[src/sha256_pkg.sv]
// SHA-256 package: beat types, round constants, initial hash values and round functions.
// Used by the byte stream hasher top level.
`timescale 1ns / 1ps
package sha256_pkg;

  typedef struct packed {
    logic [7:0] msg_byte;
    logic       byte_present;
    logic       end_of_message;
  } in_beat_t;

  typedef struct packed {
    logic [31:0] digest_word;
    logic [2:0]  word_index;
    logic        last_word;
  } out_beat_t;

  localparam logic [7:0] PadByte = 8'h80;
  localparam logic [5:0] LenPos  = 6'd56;

  function automatic logic [31:0] round_k(input logic [5:0] t);
    logic [31:0] k [64];
    k = '{
      32'h428a2f98, 32'h71374491, 32'hb5c0fbcf, 32'he9b5dba5, 32'h3956c25b, 32'h59f111f1,
      32'h923f82a4, 32'hab1c5ed5, 32'hd807aa98, 32'h12835b01, 32'h243185be, 32'h550c7dc3,
      32'h72be5d74, 32'h80deb1fe, 32'h9bdc06a7, 32'hc19bf174, 32'he49b69c1, 32'hefbe4786,
      32'h0fc19dc6, 32'h240ca1cc, 32'h2de92c6f, 32'h4a7484aa, 32'h5cb0a9dc, 32'h76f988da,
      32'h983e5152, 32'ha831c66d, 32'hb00327c8, 32'hbf597fc7, 32'hc6e00bf3, 32'hd5a79147,
      32'h06ca6351, 32'h14292967, 32'h27b70a85, 32'h2e1b2138, 32'h4d2c6dfc, 32'h53380d13,
      32'h650a7354, 32'h766a0abb, 32'h81c2c92e, 32'h92722c85, 32'ha2bfe8a1, 32'ha81a664b,
      32'hc24b8b70, 32'hc76c51a3, 32'hd192e819, 32'hd6990624, 32'hf40e3585, 32'h106aa070,
      32'h19a4c116, 32'h1e376c08, 32'h2748774c, 32'h34b0bcb5, 32'h391c0cb3, 32'h4ed8aa4a,
      32'h5b9cca4f, 32'h682e6ff3, 32'h748f82ee, 32'h78a5636f, 32'h84c87814, 32'h8cc70208,
      32'h90befffa, 32'ha4506ceb, 32'hbef9a3f7, 32'hc67178f2};
    return k[t];
  endfunction

  function automatic logic [31:0] init_h(input logic [2:0] i);
    unique case (i)
      3'd0: return 32'h6a09e667;
      3'd1: return 32'hbb67ae85;
      3'd2: return 32'h3c6ef372;
      3'd3: return 32'ha54ff53a;
      3'd4: return 32'h510e527f;
      3'd5: return 32'h9b05688c;
      3'd6: return 32'h1f83d9ab;
      default: return 32'h5be0cd19;
    endcase
  endfunction

  function automatic logic [31:0] rotr(input logic [31:0] x, input int n);
    return (x >> n) | (x << (32 - n));
  endfunction

  function automatic logic [31:0] sig0(input logic [31:0] x);
    return rotr(x, 7) ^ rotr(x, 18) ^ (x >> 3);
  endfunction

  function automatic logic [31:0] sig1(input logic [31:0] x);
    return rotr(x, 17) ^ rotr(x, 19) ^ (x >> 10);
  endfunction

  function automatic logic [31:0] bsig0(input logic [31:0] x);
    return rotr(x, 2) ^ rotr(x, 13) ^ rotr(x, 22);
  endfunction

  function automatic logic [31:0] bsig1(input logic [31:0] x);
    return rotr(x, 6) ^ rotr(x, 11) ^ rotr(x, 25);
  endfunction

endpackage

[src/sha256_byte_stream_hasher.sv]
// SHA-256 byte stream hasher: 64-entry byte memory, schedule and round logic; uses sha256_pkg.
// A byte beat is written to the byte memory; a 64th byte stalls input while the block loads,
// the rounds run and the result is folded into the chaining words. A finishing beat pads the
// rest of the block (or a whole second or fresh block), hashes each final block the same way,
// then sends 8 digest beats. One item at a time, input stalled until the digest is out.
// Reset clears fill count, bit count and control, loads init_h; the byte memory is undefined.
`timescale 1ns / 1ps
module sha256_byte_stream_hasher
  import sha256_pkg::*;
(
  input  logic      clk_i,
  input  logic      rst_ni,
  input  logic      in_valid_i,
  output logic      in_stall_o,
  input  in_beat_t  in_data_i,
  output logic      out_valid_o,
  input  logic      out_stall_i,
  output out_beat_t out_data_o
);

  localparam logic [2:0] StIdle = 3'd0;
  localparam logic [2:0] StPad  = 3'd1;
  localparam logic [2:0] StLoad = 3'd2;
  localparam logic [2:0] StRnd  = 3'd3;
  localparam logic [2:0] StFold = 3'd4;
  localparam logic [2:0] StOut  = 3'd5;

  logic [2:0]  state_q, state_d;
  logic [5:0]  fill_q, fill_d;
  logic [63:0] bits_q, bits_d;
  logic [63:0] total_q, total_d;
  logic        fin_q, fin_d;      // block belongs to a finish
  logic        last_q, last_d;    // this finish block carries the length
  logic [6:0]  cnt_q, cnt_d;
  logic [31:0] h_q [8];
  logic [31:0] v_q [8];
  logic [31:0] w_q [16];
  logic [2:0]  oidx_q;
  logic        pend_fin_q;        // finishing beat that landed on a full block

  // byte memory, one port each for write and registered read
  logic [7:0] mem [64];
  logic       we;
  logic [5:0] waddr, raddr;
  logic [7:0] wdata, rdata_q;

  always_ff @(posedge clk_i) begin
    if (we) begin
      mem[waddr] <= wdata;
    end
    rdata_q <= mem[raddr];
  end

  in_beat_t ib;
  logic     in_acc;
  assign ib         = in_data_i;
  assign in_stall_o = (state_q != StIdle);
  assign in_acc     = in_valid_i && !in_stall_o;

  // padding byte for position cnt during a finish; length bytes sit at 56..63
  logic [7:0] pad_byte;
  always_comb begin
    if (last_q && cnt_q[5:0] >= LenPos) begin
      pad_byte = total_q[{~cnt_q[2:0], 3'd0} +: 8];
    end else if (cnt_q[5:0] == fill_q && !fin_q) begin
      pad_byte = PadByte;
    end else begin
      pad_byte = 8'h00;
    end
  end

  // round datapath
  logic [31:0] wt, t1, t2, wnew;
  always_comb begin
    wt   = w_q[0];
    wnew = w_q[0] + sig0(w_q[1]) + w_q[9] + sig1(w_q[14]);
    t1   = v_q[7] + bsig1(v_q[4]) + ((v_q[4] & v_q[5]) ^ (~v_q[4] & v_q[6]))
           + round_k(cnt_q[5:0]) + wt;
    t2   = bsig0(v_q[0]) + ((v_q[0] & v_q[1]) ^ (v_q[0] & v_q[2]) ^ (v_q[1] & v_q[2]));
  end

  // control
  always_comb begin
    state_d = state_q;
    fill_d  = fill_q;
    bits_d  = bits_q;
    total_d = total_q;
    fin_d   = fin_q;
    last_d  = last_q;
    cnt_d   = cnt_q;
    we      = 1'b0;
    waddr   = fill_q;
    wdata   = ib.msg_byte;
    raddr   = cnt_q[5:0];
    unique case (state_q)
      StIdle: begin
        if (in_acc) begin
          fin_d  = 1'b0;
          last_d = 1'b0;
          cnt_d  = 7'd0;
          if (ib.byte_present) begin
            we     = 1'b1;
            fill_d = fill_q + 6'd1;
          end
          if (ib.byte_present && fill_q == 6'd63) begin
            // full block first; a finish pads a fresh block afterwards
            total_d = bits_q + 64'd512;
            state_d = StLoad;
          end else if (ib.end_of_message) begin
            total_d = bits_q + {55'd0, fill_d, 3'd0};
            cnt_d   = {1'b0, fill_d};
            last_d  = (fill_d < LenPos);
            state_d = StPad;
          end
        end
      end
      StPad: begin
        we    = 1'b1;
        waddr = cnt_q[5:0];
        wdata = pad_byte;
        cnt_d = cnt_q + 7'd1;
        if (cnt_q[5:0] == 6'd63) begin
          fin_d   = 1'b1;
          cnt_d   = 7'd0;
          state_d = StLoad;
        end
      end
      StLoad: begin
        // read bytes 0..63, each shifted into w in the next cycle
        cnt_d = cnt_q + 7'd1;
        if (cnt_q == 7'd64) begin
          cnt_d   = 7'd0;
          state_d = StRnd;
        end
      end
      StRnd: begin
        cnt_d = cnt_q + 7'd1;
        if (cnt_q == 7'd63) begin
          state_d = StFold;
        end
      end
      StFold: begin
        cnt_d = 7'd0;
        if (!fin_q) begin
          bits_d  = bits_q + 64'd512;
          fill_d  = 6'd0;
          state_d = StIdle;
          if (pend_fin_q) begin
            // a finishing beat completed this block: pad a fresh one
            last_d  = 1'b1;
            state_d = StPad;
          end
        end else if (last_q) begin
          state_d = StOut;
        end else begin
          // length goes in a second block
          last_d  = 1'b1;
          state_d = StPad;
        end
      end
      StOut: begin
        if (!out_stall_i && oidx_q == 3'd7) begin
          state_d = StIdle;
          fill_d  = 6'd0;
          bits_d  = 64'd0;
          fin_d   = 1'b0;
          last_d  = 1'b0;
        end
      end
      default: state_d = StIdle;
    endcase
  end

  // remember a finish that arrived with the 64th byte
  always_ff @(posedge clk_i or negedge rst_ni) begin
    if (!rst_ni) begin
      pend_fin_q <= 1'b0;
    end else if (state_q == StIdle && in_acc) begin
      pend_fin_q <= ib.end_of_message && ib.byte_present && fill_q == 6'd63;
    end else if (state_q == StFold && !fin_q) begin
      pend_fin_q <= 1'b0;
    end
  end

  always_ff @(posedge clk_i or negedge rst_ni) begin
    if (!rst_ni) begin
      state_q <= StIdle;
      fill_q  <= 6'd0;
      bits_q  <= 64'd0;
      total_q <= 64'd0;
      fin_q   <= 1'b0;
      last_q  <= 1'b0;
      cnt_q   <= 7'd0;
      oidx_q  <= 3'd0;
      for (int i = 0; i < 8; i++) h_q[i] <= init_h(3'(i));
    end else begin
      state_q <= state_d;
      fill_q  <= fill_d;
      bits_q  <= bits_d;
      total_q <= total_d;
      fin_q   <= fin_d;
      last_q  <= last_d;
      cnt_q   <= cnt_d;
      if (state_q == StFold) begin
        for (int i = 0; i < 8; i++) h_q[i] <= h_q[i] + v_q[i];
      end
      if (state_q == StOut && !out_stall_i) begin
        oidx_q <= oidx_q + 3'd1;
        if (oidx_q == 3'd7) begin
          for (int i = 0; i < 8; i++) h_q[i] <= init_h(3'(i));
        end
      end
    end
  end

  // schedule window and working variables
  always_ff @(posedge clk_i) begin
    if (state_q == StLoad && cnt_q != 7'd0) begin
      // bytes enter at the bottom; after 64 shifts word 0 sits in w_q[0]
      for (int i = 0; i < 15; i++) w_q[i] <= {w_q[i][23:0], w_q[i + 1][31:24]};
      w_q[15] <= {w_q[15][23:0], rdata_q};
      for (int i = 0; i < 8; i++) v_q[i] <= h_q[i];
    end
    if (state_q == StRnd) begin
      for (int i = 0; i < 15; i++) w_q[i] <= w_q[i + 1];
      w_q[15] <= wnew;
      v_q[7] <= v_q[6];
      v_q[6] <= v_q[5];
      v_q[5] <= v_q[4];
      v_q[4] <= v_q[3] + t1;
      v_q[3] <= v_q[2];
      v_q[2] <= v_q[1];
      v_q[1] <= v_q[0];
      v_q[0] <= t1 + t2;
    end
  end

  assign out_valid_o            = (state_q == StOut);
  assign out_data_o.digest_word = h_q[oidx_q];
  assign out_data_o.word_index  = oidx_q;
  assign out_data_o.last_word   = (oidx_q == 3'd7);

endmodule
[config.mk]
export PLATFORM = sky130hd
export DESIGN_NAME = sha256_byte_stream_hasher
export DESIGN_NICKNAME = d
export VERILOG_FILES = /design/src/sha256_pkg.sv /design/src/sha256_byte_stream_hasher.sv
export SDC_FILE = /design/constraint.sdc
export NUM_CORES = 2
export LEC_CHECK = 0
export CORE_MARGIN = 4
export CORE_UTILIZATION = 45
export CTS_BUF_LIST = sky130_fd_sc_hd__clkbuf_2
export DETAILED_ROUTE_END_ITERATION = 8
export DONT_BUFFER_PORTS = 1
export PLACE_DENSITY = 0.6
export SETUP_SLACK_MARGIN = 0.15
export SLEW_MARGIN = 10
export SYNTH_ARGS = -nofsm -noshare
export SYNTH_HDL_FRONTEND = slang
export SYNTH_SLANG_ARGS = --single-unit
export TNS_END_PERCENT = 5
[constraint.sdc]
create_clock -name clk_i -period 26.7 [get_ports clk_i]
set_input_delay 5.34 -clock clk_i [delete_from_list [all_inputs] [get_ports clk_i]]
set_output_delay 5.34 -clock clk_i [all_outputs]
set_load 0.01 [all_outputs]
======== Yosys cells after proc, flatten, opt, wreduce, memory -nomap -nowiden ========
Memories as Yosys holds them, arrays and structs flattened. A register that Yosys moved wholly into a read port is not among the register bits.
Cells that the tools add are included.
storage, ports and cells
  memories kept ........................... 4
  register bits after elaboration ......... 406
  input port bits ......................... 14
  logic and storage cells ................. 238
  output and inout port bits .............. 38
  bits in writable memories ............... 1280
  bits in read-only memories .............. 2048
cells by class
  shifts and indexed selects .............. 1
  $lt $le $gt $ge ......................... 4
  bitwise gates (word level) .............. 54
  mux-type cells .......................... 86
  reductions and logical operators ........ 30
  $add $sub $neg .......................... 23
  eq/ne operators ......................... 19
memories
  name             words  width  rd ports  clocked after memory_dff  write ports  line                             text
  (no name shown)  64     32     1         0                         0            sha256_pkg.sv:35                 return k[t];
  mem              64     8      1         1                         1            sha256_byte_stream_hasher.sv:42  logic [7:0] mem [64];
  w_q              16     32     16        0                         16           sha256_byte_stream_hasher.sv:37  logic [31:0] w_q [16];
  v_q              8      32     8         0                         8            sha256_byte_stream_hasher.sv:36  logic [31:0] v_q [8];
operators by type and width
  operator                                         number
  2-to-1 mux 32 bit                                28
  2-to-1 mux 256 bit                               3
  adder 32 bit                                     18
  bitwise XOR 32 bit                               9
  2-to-1 mux 64 bit                                4
  bitwise AND 32 bit                               5
  one-hot mux 64 bit (2 select lines)              1
  binary-select mux 32 bit (select 3 bit)          1
  adder 64 x 10 -> 64 bit (second input constant)  1
  adder 64 x 9 -> 64 bit                           1
  indexed part select 64 x 7 -> 8 bit              1
  2-to-1 mux 6 bit                                 9
  one-hot mux 7 bit (5 select lines)               1
  inverter 32 bit                                  1
  OR 10 x 32 -> 32 bit                             1
  OR 13 x 32 -> 32 bit                             1
  OR 14 x 32 -> 32 bit                             1
  OR 15 x 32 -> 32 bit                             1
  OR 19 x 32 -> 32 bit                             1
  OR 21 x 32 -> 32 bit                             1
  OR 25 x 32 -> 32 bit                             1
  OR 26 x 32 -> 32 bit                             1
  OR 30 x 32 -> 32 bit                             1
  OR 7 x 32 -> 32 bit                              1
  other kinds (42)                                 124

======== Longest topological paths before layout ========
  depth after elaboration ................. 10
  mapped depth ............................ 47

======== Least setup slack after synthesis ========
Ideal clock, no wire load.
  kind .................................... flip-flop to flip-flop
  from .................................... register cnt_q[1]
  to ...................................... memory v_q[0][0] (enable)
  setup time .............................. 5.316 ns
  clock period less this slack ............ 20.926 ns
  cell stages (with the launch flop) ...... 12
  slack ................................... 5.774 ns
  path buffers ............................ 5
  data arrival time ....................... 15.610 ns
  required time ........................... 21.384 ns
  cell sequence ........................... dfrtp_1 -> clkbuf_1 -> inv_2 -> buf_1 -> clkbuf_1 -> ha_1 -> nand2_1 -> nor3_1 -> a211o_1 -> clkbuf_1 -> clkbuf_1 -> nand2_1
RTL lines
  what                    line                              text
  from (decl)             sha256_byte_stream_hasher.sv:34   logic [6:0] cnt_q, cnt_d;
  from (signal assigned)  sha256_byte_stream_hasher.sv:203  cnt_q <= cnt_d;
  to (decl)               sha256_byte_stream_hasher.sv:36

==> results by group <==
Pwr
  • Clk pwr share: 39.5%
  • Internal power: 3.526 mW
  • Reg power frac: 60.0%
  • Switching share of power: 24.34%
  • Switch Pwr: 1.135 mW
  • Worst ir drop on vdd: 0.00004854 V
  • Power density over the cells: 44.15 nW/um^2
  • Leakage power: 41.17 nW
  • Comb power frac: 0.4%

Placement
  • Final RePlAce weighted congestion: 0.9422
  • Number of input and output port buffers inserted: 0
  • Pre-CTS setup slack: 15830 ps
  • Half-perimeter wire length after detailed placement: 209.1 mm

STA
  • Fraction of the cycle the final worst path needs: 41.38%
  • TNS Setup: 0 ps
  • Hold violation total from the final report: 0
  • Unrepaired setup endpoints after global routing: no
  • Final clock skew: 248.3 ps
  • Worst max-slew margin expressed relative to the limit: -90.39%
  • Final Max Tran Viols: 287
  • Count of endpoints failing setup in the final report: 0
  • Worst setup margin: 15650 ps
  • Time the final worst path needs with I/O delays and setup: 11050 ps
  • Fmax: 90.51 MHz
  • Slew at the pin with the worst max-slew slack: 2856 ps

Critical path
  • Startpoint types: register
  • Arrival @ worst endpoint: 12630 ps
  • WP data required: 28280 ps
  • Count of buffering cells on the critical path with inverters included: 6
  • Cell family contributing the most delay on the critical path: adder cells
  • Reg-to-reg startpoint: cnt_q[0]
  • Master of the slowest instance on the critical path: sky130_fd_sc_hd__dfrtp_4
  • Launch point of the critical path: cnt_q[0]
  • Crit path capture type: register
  • Largest fanout on the critical path: 39
  • R2R Setup Slk: 15650 ps
  • Largest stage delay on the critical path: 820 ps
  • Worst Path Class, Setup: reg -> reg
  • Number of cell instances on the worst register-to-register path: 43
  • Critical R2R Capture: v_q[0][31]

Layout
  • Final nets: 9278
  • Layout Area Growth over Synthesis: 6.748%
  • Commonest non-fill, non-tap cells in the layout: sky130_fd_sc_hd__edfxtp_1, sky130_fd_sc_hd__nand2_1, sky130_fd_sc_hd__clkbuf_2, sky130_fd_sc_hd__mux2_2, sky130_fd_sc_hd__o21ai_0
  • Final core occ: 48.46%
  • Fraction of layout instances using a drive strength above 1: 19.84%
  • Commonest non-fill, non-tap cell in the layout: sky130_fd_sc_hd__edfxtp_1

Synthesis
  • Synthesized net count: 9204
  • Per-instance average area after synthesis: 11.50 um^2
  • Combined area of all synthesized cells: 98880 um^2
  • Predominant post-synthesis flop cell: sky130_fd_sc_hd__edfxtp_1
  • Share of synthesized cell area in full adder, half adder and majority cells: 9.050%
  • Number of synthesized flops with an enable pin: 1280
  • Synth warnings: 0
  • Area fraction in compound gates after synthesis: 11.47%
  • Share of the yosys chip area belonging to registers: 49.18%
  • Register bit total from synthesis: 1682
  • Count of unique library cells instantiated by Yosys: 88
  • Fraction of synthesized cell area in xor and xnor cells: 5.669%
  • Share of flip-flops with an asynchronous set or reset after synthesis: 23.42%
  • Main combinational cell family by area after synthesis: multiplexers
  • Post-synthesis simple-gate area fraction: 9.420%
  • Share of synthesized area spent on multiplexers: 12.16%
  • Number of instances in the synthesized netlist: 8595

Min path
  • Worst hold start: w_q[3][107]
  • Worst Hold Endpoint: w_q[3][75]
  • Path category of the worst min-delay check: reg -> reg
  • Hold Crit Depth: 2

Floorplan
  • Die X-Extent: 476.8 um
  • Height of the die: 476.8 um
  • Row cnt: 171
  • Area of the placeable core: 217800 um^2
  • Initial cell density of the core: 45.40%
  • Die area: 227300 um^2
  • # IOs: 52

Clock tree
  • TritonCTS Sinks: 1682
  • Max Root-Sink Buffers: 4
  • Maximum level of the CTS H-tree: 5
  • Cts repair resizes: 0
  • Clk_lat worst skew: 1970 ps
  • Cts bufs inserted: 458
  • Library cell used as clock root buffer: sky130_fd_sc_hd__clkbuf_2
  • Count of hold-fix buffers inserted at cts: 0
  • Clock tree from TritonCTS: done
  • Clock transition at path regs: 120 ps
  • Number of buffers inserted to repair setup after CTS: 0

Global route
  • Pin count of the biggest net entering global routing: 395
  • Tot GR Track Use: 25.55%
  • Global-route wire length before repair: 443.8 mm
  • Vias in the first global route: 68620
  • Antenna violations before repair: 11
  • Remaining global-route overflow: 0

Route
  • Wire length per cell: 24.95 um
  • Post-detailed-route DRC marker count: 0
  • Post-detailed-route via-to-cell ratio: 5.871
  • 1st-iter DRT viols: 6215
  • Post-route antenna net violation count: 0
  • Total wire length: 296.3 mm
  • Total via count after detailed routing: 69720
  • First-pass iteration count of the detailed router: 6

Status
  • Status: finished with violations
  • Failing checks: max-slew violations

Run
  • Number of max-cap violations: 0
-- worst reg2reg max path, delay by kind of cell, from the launching register on --
family	cells	cell delay [ps]
compound gates	14	2890
fa+ha+maj	8	3750
flops	1	820
xor+xnor	3	530
buf+inv	6	960
simple gates	12	1720
-- cells in the mapped netlist (9+ instances only) --
cell type	instances	area share, %
sky130_fd_sc_hd__a211o_1	15	0.13
sky130_fd_sc_hd__a211oi_1	52	0.39
sky130_fd_sc_hd__a21boi_0	13	0.099
sky130_fd_sc_hd__a21o_1	205	1.6
sky130_fd_sc_hd__a21oi_1	506	2.6
sky130_fd_sc_hd__a221oi_1	17	0.15
sky130_fd_sc_hd__a22o_1	11	0.097
sky130_fd_sc_hd__a31o_2	10	0.089
sky130_fd_sc_hd__a31oi_1	56	0.35
sky130_fd_sc_hd__and2_1	18	0.11
sky130_fd_sc_hd__and3_1	40	0.25
sky130_fd_sc_hd__buf_1	50	0.19
sky130_fd_sc_hd__buf_2	11	0.056
sky130_fd_sc_hd__clkbuf_1	406	1.5
sky130_fd_sc_hd__dfrtp_1	258	6.5
sky130_fd_sc_hd__dfstp_2	136	3.6
sky130_fd_sc_hd__edfxtp_1	1280	39
sky130_fd_sc_hd__fa_1	195	3.9
sky130_fd_sc_hd__ha_1	400	5.1
sky130_fd_sc_hd__inv_1	329	1.2
sky130_fd_sc_hd__mux2_2	577	6.6
sky130_fd_sc_hd__mux2i_1	46	0.47
sky130_fd_sc_hd__mux4_2	225	5.1
sky130_fd_sc_hd__nand2_1	1242	4.7
sky130_fd_sc_hd__nand2b_1	60	0.38
sky130_fd_sc_hd__nand3_1	117	0.59
sky130_fd_sc_hd__nand3b_1	12	0.091
sky130_fd_sc_hd__nand4_1	49	0.31
sky130_fd_sc_hd__nor2_1	415	1.6
sky130_fd_sc_hd__nor2b_1	51	0.32
sky130_fd_sc_hd__nor3_1	102	0.52
sky130_fd_sc_hd__o2111ai_1	13	0.12
sky130_fd_sc_hd__o211ai_1	103	0.78
sky130_fd_sc_hd__o21a_1	69	0.52
sky130_fd_sc_hd__o21ai_0	549	2.8
sky130_fd_sc_hd__o21bai_1	49	0.37
sky130_fd_sc_hd__o221ai_1	11	0.097
sky130_fd_sc_hd__o22ai_1	20	0.13
sky130_fd_sc_hd__o311ai_0	9	0.080
sky130_fd_sc_hd__o31ai_1	48	0.36
sky130_fd_sc_hd__or2_2	13	0.082
sky130_fd_sc_hd__or3_1	28	0.18
sky130_fd_sc_hd__xnor2_1	405	3.6
sky130_fd_sc_hd__xor2_1	235	2.1
-- per-layer routing --
| layer | GRT usage [%] | up-vias | routed length [um] |
|---|---|---|---|
| met5 | 0 | - | 26 |
| met4 | 10.33 | 4 | 12190 |
| met3 | 4.297 | 551 | 20290 |
| met2 | 38.91 | 2587 | 132800 |
| met1 | 36.44 | 34870 | 131000 |
| li1 | - | 31710 | - |
-- final cells by class --
class                   count  area, um^2
well taps                2854        3571
repair buffers             82       640.6
fillers                 19740      112300
diodes                      9       22.52
inverters                 332        1246
clock buffers             681        3408
multi-input cells        6113       47390
clock inverters           122       620.6
flip-flops and latches   1682       48660
-- cells by family after synthesis --
group	after synthesis
compound gates	1842
xor+xnor	640
fa+ha+maj	599
buf+inv	800
flops	1682
mux	848
other cells	1
simple gates	2183
-- stage by stage --
step	area [um^2]	hold WS [ps]	total power, mW	std cells
after detailed placement	101500	466.2	2.875	11060
after floorplan	98880	440.7	2.867	8595
after global placement	101500	459.3	2.874	11060
final	105600	416.7	4.661	11880
after CTS	105500	364.4	4.728	11870
after global routing	105600	381.5	4.871	11870
-- worst max path at each step --
stage	depth (start not counted)	slack [ps]	end
after floorplan	11	5770	v_q[0][0]
after global placement	43	15880	v_q[0][31]
after detailed placement	43	15830	v_q[0][31]
after CTS	43	15680	v_q[0][31]
after global routing	43	14870	v_q[0][31]
final	43	15650	v_q[0][31]
-- power groups by stage --
stage	Sequential [mW]	Combinational (mW)	Clock, mW
after floorplan	2.85	0.0124	0
after global placement	2.86	0.0193	0
after detailed placement	2.86	0.0203	0
after CTS	2.80	0.0202	1.91
after global routing	2.80	0.0216	2.05
final	2.80	0.0200	1.84
-- flip-flops by register name, summed over array words and instances, names as in the netlist --
signal / cells
v_q: 256
last_q: 1
fin_q: 1
w_q: 512
pend_fin_q: 1
h_q: 256
total_q: 61
rdata_q: 8
state_q: 3
bits_q: 55
mem: 512
cnt_q: 7
oidx_q: 3
fill_q: 6
No activity file was read; power rests on OpenSTA's default activity.
